File: src/sv/dgl_pkg.sv
// shared types and constants for the diagonal gaussian likelihood block
package dgl_pkg;

  localparam int MUL_W = 33;
  localparam int PROD_W = 2 * MUL_W;
  localparam int DVD_W = 40;
  localparam int DVS_W = 33;

  localparam logic ACT_LOAD = 1'b0;
  localparam logic ACT_SAMPLE = 1'b1;

  localparam logic [1:0] ST_DENSITY = 2'd0;
  localparam logic [1:0] ST_LOADED = 2'd1;
  localparam logic [1:0] ST_ZERO_VAR = 2'd2;
  localparam logic [1:0] ST_LEN_ERR = 2'd3;

  localparam logic [31:0] LN2_Q32 = 32'd2977044472;
  localparam logic [16:0] LN_TWO_PI_Q16 = 17'd120447;
  localparam logic [47:0] ACC_MAX = 48'h7FFF_FFFF_FFFF;
  localparam logic signed [63:0] EXP_HI_LIM = 64'sd47632711552;
  localparam logic signed [63:0] EXP_LO_OFS = 64'sd142898134656;
  localparam logic [5:0] EXP_LOW_STEPS = 6'd48;
  localparam logic [4:0] LN_SQ_STEPS = 5'd20;
  localparam logic [4:0] TAYLOR_TERMS = 5'd14;

  typedef struct packed {
    logic               action;
    logic [3:0]         dim_index;
    logic signed [31:0] mean_value;
    logic [31:0]        variance_value;
    logic signed [31:0] sample_value;
    logic               last_element;
  } in_beat_t;

  typedef struct packed {
    logic [1:0]  status;
    logic [31:0] density;
  } out_beat_t;

  typedef struct packed {
    logic             start;
    logic [DVD_W-1:0] dividend;
    logic [DVS_W-1:0] divisor;
  } div_req_t;

  typedef struct packed {
    logic             busy;
    logic [DVD_W-1:0] quot;
    logic [DVS_W-1:0] rem;
  } div_rsp_t;

endpackage

File: src/sv/dgl_mul.sv
// shared registered multiplier
module dgl_mul (
  input  logic                       clk,
  input  logic [dgl_pkg::MUL_W-1:0]  op_a,
  input  logic [dgl_pkg::MUL_W-1:0]  op_b,
  output logic [dgl_pkg::PROD_W-1:0] prod
);
  import dgl_pkg::*;

  logic [PROD_W-1:0] prod_r;

  always_ff @(posedge clk) begin
    prod_r <= PROD_W'(op_a) * PROD_W'(op_b);
  end

  assign prod = prod_r;

endmodule

File: config.mk
export PLATFORM = sky130hd
export DESIGN_NAME = dgl_mul
export DESIGN_NICKNAME = d
export VERILOG_FILES = /design/src/sv/dgl_pkg.sv /design/src/sv/dgl_mul.sv
export SDC_FILE = /design/constraint.sdc
export NUM_CORES = 2
export LEC_CHECK = 0
export BUFFER_PORTS_ARGS = -buffer_cell sky130_fd_sc_hd__buf_2
export CELL_PAD_IN_SITES_DETAIL_PLACEMENT = 0
export CELL_PAD_IN_SITES_GLOBAL_PLACEMENT = 1
export CORE_ASPECT_RATIO = 0.75
export CORE_MARGIN = 1.5
export CORE_UTILIZATION = 52
export CTS_CLUSTER_DIAMETER = 150
export CTS_CLUSTER_SIZE = 8
export DETAILED_ROUTE_END_ITERATION = 16
export HOLD_SLACK_MARGIN = 0.05
export PLACE_DENSITY = 0.94
export SYNTH_ARGS = -nofsm -noshare
export SYNTH_HDL_FRONTEND = slang
export SYNTH_SLANG_ARGS = --single-unit
File: constraint.sdc
create_clock -name clk -period 11.43 [get_ports clk]
set_input_delay 2.286 -clock clk [delete_from_list [all_inputs] [get_ports clk]]
set_output_delay 2.286 -clock clk [all_outputs]
set_load 0.03 [all_outputs]
## Word level (Yosys, flattened, before mapping)

Cells that the tools add are included.
Widths: inputs -> output; s select.

| cells by class | value |
|---|---|
| $add $sub $neg | 0 |
| multiply operators | 1 |
| divide/modulo/power cells | 0 |
| magnitude comparators | 0 |
| eq/ne operators | 0 |
| shift operators | 0 |
| multiplexer cells | 0 |
| bitwise logic cells | 0 |
| reductions and logical operators | 0 |

Operators with widths:

| kind | number |
|---|---|
| $mul 33x33->66 | 1 |

| storage, ports and cells | value |
|---|---|
| register bits after elaboration | 66 |
| bits in latches | 0 |
| bits in writable memories | 0 |
| ROM bits | 0 |
| output and inout bits | 66 |
| memories kept | 0 |

## Logic depth before layout (Yosys ltp)

| depth | value |
|---|---|
| depth in word-level cells | 1 |
| gate-level depth with buffers | 30 |

## Worst setup path before layout

No wires, ideal clock.

| timing path | value |
|---|---|
| kind | input to register |
| start | in op_b[0] in the netlist's numbering |
| end | reg prod_r[58], in the netlist prod[58] |
| setup time | 0.072 ns |
| arrival time | 9.318 ns |
| setup slack | 2.040 ns |
| cell stages on the path | 28 |
| cells stage by stage | clkbuf_1 > and2_1 > fa_1 > inv_1 > fa_1 > inv_1 > fa_1 > inv_1 > fa_1 > inv_1 > fa_1 > fa_1 > fa_1 > inv_1 > fa_1 > inv_1 > ha_1 > buf_2 > nand2_1 > or4_1 > or3_1 > o22ai_1 > o211a_1 > o21ai_2 > nand3b_4 > o31a_1 > o21ai_2 > xor2_1 |

| on the way | value |
|---|---|
| cells in the longest elaborated chain, start to end | 1 |

RTL lines:

| what | line | RTL |
|---|---|---|
| start, declared | dgl_mul.sv:5 | `input logic [dgl_pkg::MUL_W-1:0] op_b,` |
| $mul 33x33->66 | dgl_mul.sv:13 | `prod_r <= PROD_W'(op_a) * PROD_W'(op_b);` |
| end signal, assigned | dgl_mul.sv:13 |  |
| end, declared | dgl_mul.sv:10 | `logic [PROD_W-1:0] prod_r;` |

Every way passes these cells.

## Worst setup path after layout

| timing path | value |
|---|---|
| start | in op_b[10] in the netlist's numbering |
| end | reg prod_r[58], in the netlist prod[58] |

The elaborated chain is that of the path after synthesis.

==> flow_summary.yaml <==
cts:
  clk_pin_slew_ns: 0.07
  cts_buffers: 9
  holdBufCountCts: 0
  cts_resized: 0
  h-tree-depth: 3
  clock_tree.buffer_depth: 2
  cts_tree: "done"
  post_cts_buffers: 0
  cts-root-buf: "clkbuf_16"
  cts_sinks: 66
sta:
  final_max_slew_viol_count: 0
  post-route-period-util: 0.8884
  fmax_mhz: 98.48
  max_slew_margin: 0.4082
  post-route-min-period_ns: 10.15
  hold_viol: 0
  tns_ns: 0
  setup-violations-final: 0
  grt_setup_unrepaired: "no"
  worst_pin_slew_ns: 0.8877
worst_setup_path:
  crit_arrival_ns: 10.45
  endpoint_kind: "register"
  setup.worst_path.start: "op_b[10]"
  critPathKind: "in -> reg"
  critPathMaxFanout: 33
  cp.required_ns: 11.72
  start_kind: "input port"
hold_path:
  hp-class: "in -> reg"
  worstHoldPathCells: 3
  min_from: "op_b[0]"
yosys:
  avgSynthCellArea_um2: 9.043
  synthCells: 4048
  synth-main-ff-cell: "dfxtp_1"
  ys_ff_latch: 66
  synth_edf_count: 0
  synth_top_area_frac: 0.5239
  synth_cell_types: 57
  yosysMostFrequentCell: "inv_1"
  ys_seq_area_frac: 0.03610
  yosys-top-cells-count: "1048 x inv_1, 958 x fa_1, 574 x and2_1"
  synth_area_um2: 36610
  synth.area.top_cells: "fa_1 52%, inv_1 11%, and2_1 9.8%"
  yosys.area.top_type: "fa_1"
  async_flop_share: 0
  yosysWarnings: 0
  syn_nets: 5338
route:
  post_drt_wl_per_cell_um: 20.17
  vias: 26395
  firstDrtPassIters: 5
  drtIter0Drc: 2648
  drt_wl_total_um: 100000
  avgViaCountPerCell: 5.323
  ant_nets: 0
  drc: 0
global_routing:
  overflow: 0
  grt_max_degree: 34
  antenna_found_initial: 9
  grtUsageTotal: 0.2975
  grt_pass1_wl_um: 162200
  grt_pass1_vias: 27779
cells_and_area:
  fill_cells: 6184
  area_growth_pct: 4.218
  multi_input_area_um2: 30550
  nets: 5297
  largest_register_ffs: 66
  layout-drive-gt1-share: 0.04438
  final-seq-area_um2: 1321
floorplanning:
  num_rows: 84
  dieArea_um2: 72010
  ios: 133
  die_h_um: 232.8
  core_area_um2: 69890
  start_util: 0.5237
  fp.dieW_um: 309.4
job:
  maxCapViolations: 0
placement:
  gp_congestion: 0.9468
  place_hpwl_um: 83430
  port_buffers: 132
run_status:
  status: "finished, final reports clean"
==> cell usage in the layout (no fill, tap or decap), drive strengths merged, types with 3 or more instances in the layout <==
cell / n
a211oi: 5
xor2: 24
nor2b: 6
clkbuf: 12
dfxtp: 66
buf: 159
fa: 958
a21oi: 73
o21a: 7
a31oi: 6
xnor2: 41
ha: 265
and3: 7
a21o: 31
nand2: 568
o31ai: 3
o21bai: 8
a21boi: 3
and4: 4
nand4: 16
nor3: 4
nand3: 10
o21ai: 40
inv: 1049
and2: 574
nor2: 33
==> worst max-delay path, stage by stage <==
cell	delay, ns
buf_2	0.66
nand2_1	0.17
fa_1	0.53
fa_1	0.55
fa_1	0.55
fa_1	0.53
inv_1	0.06
fa_1	0.61
fa_1	0.47
fa_1	0.59
inv_1	0.08
fa_1	0.49
inv_1	0.04
ha_1	0.38
nand2_1	0.13
or4_1	0.50
or3_1	0.38
o22ai_1	0.31
o211a_1	0.24
o21ai_2	0.09
nand3b_4	0.18
o31a_1	0.32
o21ai_2	0.13
xor2_1	0.15
==> stage by stage <==
step,setup WS (ns),instances,instance area [µm²],hold slack (ns),utilization
finish,1.275,4959,38150,2.622,0.5458
global route,0.9857,4959,38150,2.620,0.5458
CTS,1.322,4957,38140,2.577,0.5458
detailed placement,0.9903,4942,37860,2.720,0.5417
global placement,1.071,4942,37860,2.720,0.5417
floorplan,2.040,4048,36610,2.413,-
==> cells by family after synthesis <==
group           Yosys count  share of synthesized area
flops                    66                    0.03610
compound gates          201                    0.03452
fa+ha+maj              1223                     0.6145
simple gates           1233                     0.1701
buf+inv                1260                     0.1293
xor+xnor                 65                    0.01555
==> final cells by class <==
class,count,share of cell area
clock buffer,12,0.006461
inverter,1049,0.1032
tap,946,0.03103
multi-input combinational,2722,0.8009
timing repair buffer,159,0.02263
antenna,2,0.0001312
sequential,66,0.03463
clock inverter,3,0.001050
==> per-layer routing <==
layer | up-vias | wire length [µm] | global-route usage
li1 | 11423 | - | -
met1 | 13282 | 44360 | 0.4644
met2 | 1576 | 37950 | 0.3831
met3 | 106 | 16440 | 0.1270
met5 | - | 47 | 0
met4 | 8 | 1243 | 0.04320
==> final timing paths <==
kind              slack (ns)       end
hold / removal          2.62   prod[0]
setup / recovery        1.28  prod[58]
Power is left out: the tool's default activity adds up to more than one toggle a clock period on the data nets, which glitch-free logic cannot reach.
