`src/sv/dgl_pkg.sv`:
```
// shared types and constants for the diagonal gaussian likelihood block
package dgl_pkg;

  localparam int MUL_W = 33;
  localparam int PROD_W = 2 * MUL_W;
  localparam int DVD_W = 40;
  localparam int DVS_W = 33;

  localparam logic ACT_LOAD = 1'b0;
  localparam logic ACT_SAMPLE = 1'b1;

  localparam logic [1:0] ST_DENSITY = 2'd0;
  localparam logic [1:0] ST_LOADED = 2'd1;
  localparam logic [1:0] ST_ZERO_VAR = 2'd2;
  localparam logic [1:0] ST_LEN_ERR = 2'd3;

  localparam logic [31:0] LN2_Q32 = 32'd2977044472;
  localparam logic [16:0] LN_TWO_PI_Q16 = 17'd120447;
  localparam logic [47:0] ACC_MAX = 48'h7FFF_FFFF_FFFF;
  localparam logic signed [63:0] EXP_HI_LIM = 64'sd47632711552;
  localparam logic signed [63:0] EXP_LO_OFS = 64'sd142898134656;
  localparam logic [5:0] EXP_LOW_STEPS = 6'd48;
  localparam logic [4:0] LN_SQ_STEPS = 5'd20;
  localparam logic [4:0] TAYLOR_TERMS = 5'd14;

  typedef struct packed {
    logic               action;
    logic [3:0]         dim_index;
    logic signed [31:0] mean_value;
    logic [31:0]        variance_value;
    logic signed [31:0] sample_value;
    logic               last_element;
  } in_beat_t;

  typedef struct packed {
    logic [1:0]  status;
    logic [31:0] density;
  } out_beat_t;

  typedef struct packed {
    logic             start;
    logic [DVD_W-1:0] dividend;
    logic [DVS_W-1:0] divisor;
  } div_req_t;

  typedef struct packed {
    logic             busy;
    logic [DVD_W-1:0] quot;
    logic [DVS_W-1:0] rem;
  } div_rsp_t;

endpackage

```
`src/sv/dgl_div.sv`:
```
// radix-2 restoring divider, one quotient bit per cycle
module dgl_div (
  input  logic                clk,
  input  logic                rst_n,
  input  dgl_pkg::div_req_t   req,
  output dgl_pkg::div_rsp_t   rsp
);
  import dgl_pkg::*;

  logic [DVD_W-1:0] q_r, q_nxt;
  logic [DVS_W:0]   rem_r, rem_nxt;
  logic [DVS_W-1:0] dvs_r, dvs_nxt;
  logic [5:0]       cnt_r, cnt_nxt;
  logic             busy_r, busy_nxt;
  logic [DVS_W:0]   trial;

  always_comb begin
    q_nxt = q_r;
    rem_nxt = rem_r;
    dvs_nxt = dvs_r;
    cnt_nxt = cnt_r;
    busy_nxt = busy_r;
    trial = {rem_r[DVS_W-1:0], q_r[DVD_W-1]};
    if (req.start) begin
      q_nxt = req.dividend;
      rem_nxt = '0;
      dvs_nxt = req.divisor;
      cnt_nxt = 6'(DVD_W);
      busy_nxt = 1'b1;
    end else if (busy_r) begin
      if (trial >= {1'b0, dvs_r}) begin
        rem_nxt = trial - {1'b0, dvs_r};
        q_nxt = {q_r[DVD_W-2:0], 1'b1};
      end else begin
        rem_nxt = trial;
        q_nxt = {q_r[DVD_W-2:0], 1'b0};
      end
      cnt_nxt = cnt_r - 6'd1;
      busy_nxt = (cnt_r != 6'd1);
    end
  end

  always_ff @(posedge clk) begin
    if (!rst_n) begin
      busy_r <= 1'b0;
      cnt_r <= '0;
    end else begin
      busy_r <= busy_nxt;
      cnt_r <= cnt_nxt;
    end
    q_r <= q_nxt;
    rem_r <= rem_nxt;
    dvs_r <= dvs_nxt;
  end

  assign rsp.busy = busy_r;
  assign rsp.quot = q_r;
  assign rsp.rem = rem_r[DVS_W-1:0];

endmodule

```
`config.mk`:
```
export PLATFORM = sky130hd
export DESIGN_NAME = dgl_div
export DESIGN_NICKNAME = d
export VERILOG_FILES = /design/src/sv/dgl_pkg.sv /design/src/sv/dgl_div.sv
export SDC_FILE = /design/constraint.sdc
export NUM_CORES = 1
export LEC_CHECK = 0
export BUFFER_PORTS_ARGS = -buffer_cell sky130_fd_sc_hd__buf_2
export CORE_MARGIN = 2
export CORE_UTILIZATION = 35
export DETAILED_ROUTE_END_ITERATION = 7
export GPL_TIMING_DRIVEN = 0
export PLACE_DENSITY = 0.65
export RECOVER_POWER = 25
export SLEW_MARGIN = 25
export SYNTH_ARGS = -nofsm -noshare
export SYNTH_HDL_FRONTEND = slang
export SYNTH_SLANG_ARGS = --single-unit
```
`constraint.sdc`:
```
create_clock -name clk -period 2.5 [get_ports clk]
set_input_delay 0.25 -clock clk [delete_from_list [all_inputs] [get_ports clk]]
set_output_delay 0.25 -clock clk [all_outputs]
set_load 0.01 [all_outputs]
```
# Word level (Yosys, flattened, before mapping)
# Cells that the tools add are included.
# word_totals
ff_bits	113
latchBits	0
ramBits	0
romBits	0
word_cells	21
n_memories	0
# op_classes
n_addsub	2
mul	0
n_div	0
n_lt_le_gt_ge	1
eq_ne	1
n_shift	0
muxes	8
n_bitwise	1
n_reduce_logical	2
# ops
op	n
$mux 40	2
$ge 34x33->1	1
$mux 33	1
$sub 33x33->33	1
$mux 6	2
$ne 6x1->1 const B	1
$sub 6x1->6 const B	1
$mux 1	3
$reduce_bool 2->1	1
$reduce_or 2->1	1
$not 1->1	1

# Depth between registers and ports, before layout
# logic_depth
word_depth	4
mapped_depth	14

# Least setup slack after synthesis
# Ideal clock, no wire load.
# synth_timing
path_type	flip-flop to flip-flop
from	register q_r[39]
to	register rem_r[28]
arrival_time_ps	2620
setup_slack_ps	-240
path_stages_with_launch	14
period_less_slack_ps	2740
cell_sequence	edfxtp_1 inv_1 ha_1 inv_1 fa_1 a21o_1 a31oi_2 o21ai_2 a31o_4 a21oi_4 o21bai_1 a21oi_1 mux2i_1 a211o_1
# synth_via
elab_chain_cells	2
elab_cells_between_ends	3
cone_classes	add/sub: 1; order compare: 1; mux: 1
# synth_rtl
item	line	text
start, declared	dgl_div.sv:10	logic [DVD_W-1:0] q_r, q_nxt;
start signal, assigned	dgl_div.sv:51	q_r <= q_nxt;
$sub 33x33->33 or $ge 34x33->1 (tied branches)	dgl_div.sv:32, dgl_div.sv:31	
$mux 33 *	dgl_div.sv:31	if (trial >= {1'b0, dvs_r}) begin
end signal, assigned	dgl_div.sv:52	rem_r <= rem_nxt;
end, declared	dgl_div.sv:11	logic [DVS_W:0] rem_r, rem_nxt;
# Every way passes the cells marked *; elsewhere a longest branch is shown, timed or not.
# A chain may end at the register's enable or synchronous reset.

# Worst setup path in the final report
# layout_timing
from	register q_r[39]
to	register q_r[0] (data pin)
# layout_via
elab_chain_cells	4
# layout_rtl
item	line	text
$ge 34x33->1	dgl_div.sv:31	
$mux 1	dgl_div.sv:31	
$mux 40	dgl_div.sv:30	end else if (busy_r) begin
$mux 40	dgl_div.sv:24	if (req.start) begin
via q_nxt[0]	dgl_div.sv:10	
# The timed path passes the listed nets, and every way through them passes these cells. The select of a mux whose other input is x is not followed.

==> flow_metrics.tcl <==
set metrics [dict create \
    timing.final.crit_share_pct 108 \
    remaining_drc_errors 0 \
    r2r_cells 12 \
    max_cap_viol_count 0 \
    syn_to_final_growth_pct 41.2 \
    grt_pass1_vias 5348 \
    die_h_um 138 \
    hold_viol 0 \
    multiInputGateArea_um2 3360 \
    cts_sinks 113 \
    syn_area_per_cell_um2 10.7 \
    synth_top_area_cell "edfxtp_1" \
    synth.top_cell.area_share_pct 34.8 \
    drtIter0Drc 326 \
    finalWirelength_mm 17.6 \
    ys_seq_elements 113 \
    h-tree-depth 4 \
    dieArea_um2 19100 \
    required_ps 2670 \
    grt_max_degree 39 \
    synth_cells 588 \
    final_cell_mix "buf_2, edfxtp_1, nor2_1" \
    drive_gt1_share_pct 40.2 \
    rsz0062_at_grt "yes" \
    ys_async_sr_fraction_pct 0 \
    port_buffers 149 \
    ys_types 63 \
    critPathLaunch "q_r[39]" \
    row_count 49 \
    timing.final.crit_period_ps 2690 \
    postRouteAntennaNets 0 \
    peakVddDrop_v 0.000543 \
    power_density_nw_per_um2 694 \
    cp.arrival_ps 2860 \
    viasPerCell 5.05 \
    first_pass_iters 7 \
    layout_commonest_cell "buf_2" \
    synthTopCellsByArea "edfxtp_1, dfxtp_1, mux2_2, ha_1, a211oi_1" \
    pre_cts_ws_ps -489 \
    slew_viol_final 0 \
    outcome "complete, but fails checks" \
    critPathCapture "q_r[0]" \
    cts_buffers 17 \
    cp_max_fo 8 \
    routedWlPerCell_um 16.6 \
    cts_tree "built" \
    report.power.total_w 0.00617 \
    end_kind "flip-flop" \
    slew_headroom_pct 39.0 \
    clk_latency_ps 420 \
    dr_total_vias 5343 \
    antenna_found_initial 0 \
    cpPeakStageDelay_ps 420 \
    synth_edf_count 73 \
    finalWorstSetupSlack_ps -189 \
    cp-start-kind "flip-flop" \
    path_clk_slew_ps 60 \
    cp_cell_sequence "inv_2 > ha_4 > inv_2 > fa_2 > a21o_1 > a31oi_4 > o21ai_4 > nand4_1 > a31o_4 > nand2_8 > buf_8 > mux2_2" \
    violations "negative setup slack" \
    yosysWarnings 0 \
    syn_area_um2 6300 \
    setup_viol 27 \
    globalRoute.totalOverflow 0 \
    regArea_um2 3000 \
    critPathMostFrequentCell "inv_2" \
    ctsRootBufferMaster "clkbuf_16" \
    slowest_stage "edfxtp_1" \
    ios 150 \
    cts_buffer_depth 2 \
    max_freq_ghz 0.372 \
    gp_congestion 0.882 \
    fp.dieW_um 138 \
    grt_usage_pct 18.5 \
    hold_path_class "input pin to flip-flop" \
    path_class "flip-flop to flip-flop" \
    ys.flop_type "edfxtp_1" \
    synth-seq-area-share_pct 47.5 \
    reg2reg_slack_ps -190 \
    r2r_start "q_r[39]" \
    dp_hpwl_mm 12.1 \
    syn_nets 700 \
    hold_ws_ps 21.5 \
    p_leak_nw 3.80 \
    grt_pass1_wl_mm 28.1 \
    finClkSkew_ps 8.37 \
    worst_pin_slew_ps 915 \
    final_nets 929 \
    timing.rr.end "q_r[0]" \
    coreArea_um2 17800 \
    initial_utilization_pct 35.4 \
    antenna_cells 0 \
    fillers 1610 \
]
[report_power, final]
part	internal [W]	switching, W	total [W]
clock network	0.00129	0.000999	0.00229
registers	0.00218	0.000115	0.00230
logic	0.000763	0.000821	0.00158
[synth_stat cells (all sizes together), types with 2 or more instances]
cell and number:
a21o 16, dfxtp 40, nor2b 3, mux2i 18, a211oi 26, o22ai 2, nor2 49, a31oi 7
a31o 3, a21boi 2, o21bai 3, mux2 40, a211o 2, and3 5, nand2b 4, or2b 2
xor2 11, xnor2 21, nor3b 5, edfxtp 73, inv 44, and2 2, o21a 4, ha 35
nand2 34, a21oi 38, or3 3, o21ai 35, o211ai 2, buf 11, nor3 7, nand3 9
nand4 5, clkbuf 12
[per-layer routing]
layer | GRT usage (%) | part of all wire (%) | wire, um | up-vias
met5 | 0 | 0 | 0 | -
met4 | 5.59 | 1.3 | 223 | 0
met3 | 6.20 | 7.1 | 1240 | 21
met2 | 29.9 | 48 | 8370 | 179
met1 | 23.7 | 44 | 7730 | 2525
li1 | - | - | - | 2618
[kinds of logic after synthesis]
family                   Yosys count  share of synthesized area, %
AO/OA/AOI/OAI                    149                          15.7
XOR/XNOR                          32                          4.45
adder cells (fa/ha/maj)           36                          7.27
buffers and inverters             67                          4.57
flip-flops                       113                          47.5
multiplexers                      58                          10.0
AND/OR/NAND/NOR                  133                          10.4
[per-stage QoR]
stage / TNS [ps] / instances / instance area, um2 / utilization [%]
2_1_floorplan: -91.2 / 588 / 6300 / -
3_3_place_gp: -33250 / 966 / 7340 / 41.3
3_5_place_dp: -8980 / 967 / 7360 / 41.4
4_1_cts: -3010 / 1052 / 8660 / 48.7
5_1_grt: -6750 / 1059 / 8890 / 50.0
6_report: -2600 / 1059 / 8890 / 50.0
[flip-flops by register name (all words and copies together) (netlist names)]
signal / flops
q_r: 40
rem_r: 33
dvs_r: 33
busy_r: 1
cnt_r: 6
[worst min-delay path by stage]
stage | from | endpoint | slack [ps] | cells past startpoint
final | req[12] | dvs_r[12] | 20 | 1
after detailed placement | req[26] | dvs_r[26] | 430 | 1
after global placement | req[25] | dvs_r[25] | 430 | 1
after CTS | req[9] | dvs_r[9] | 6 | 1
after global routing | req[12] | dvs_r[12] | 8 | 1
after floorplan | req[0] | dvs_r[0] | 350 | 0
[cell type report]
cell class	count	share of cell area [%]
plain buffers	20	1.59
multi-input cells	409	37.8
clock buffers	17	4.78
flip-flops and latches	113	33.7
clock inverters	15	1.39
inverters	44	1.86
repair buffers	212	15.6
well taps	229	3.22
[critical path: cells and delay by family (launching register included)]
family                     cells  cell delay, ps
and+or+nand+nor                2             250
AOI/OAI and AO/OA              4             730
muxes                          1             260
DFF                            1             420
adders and majority gates      2             470
buffers and inverters          3             300
[repair_timing]
item                       4_1_cts  5_1_grt
hold buffers                    30        1
resized for setup               61       45
pin swaps                       31       23
setup endpoints to repair       34       34
gates cloned                     4        0
setup buffers                   22        7
hold endpoints to repair        30        1
(Power assumes the default switching activity.)
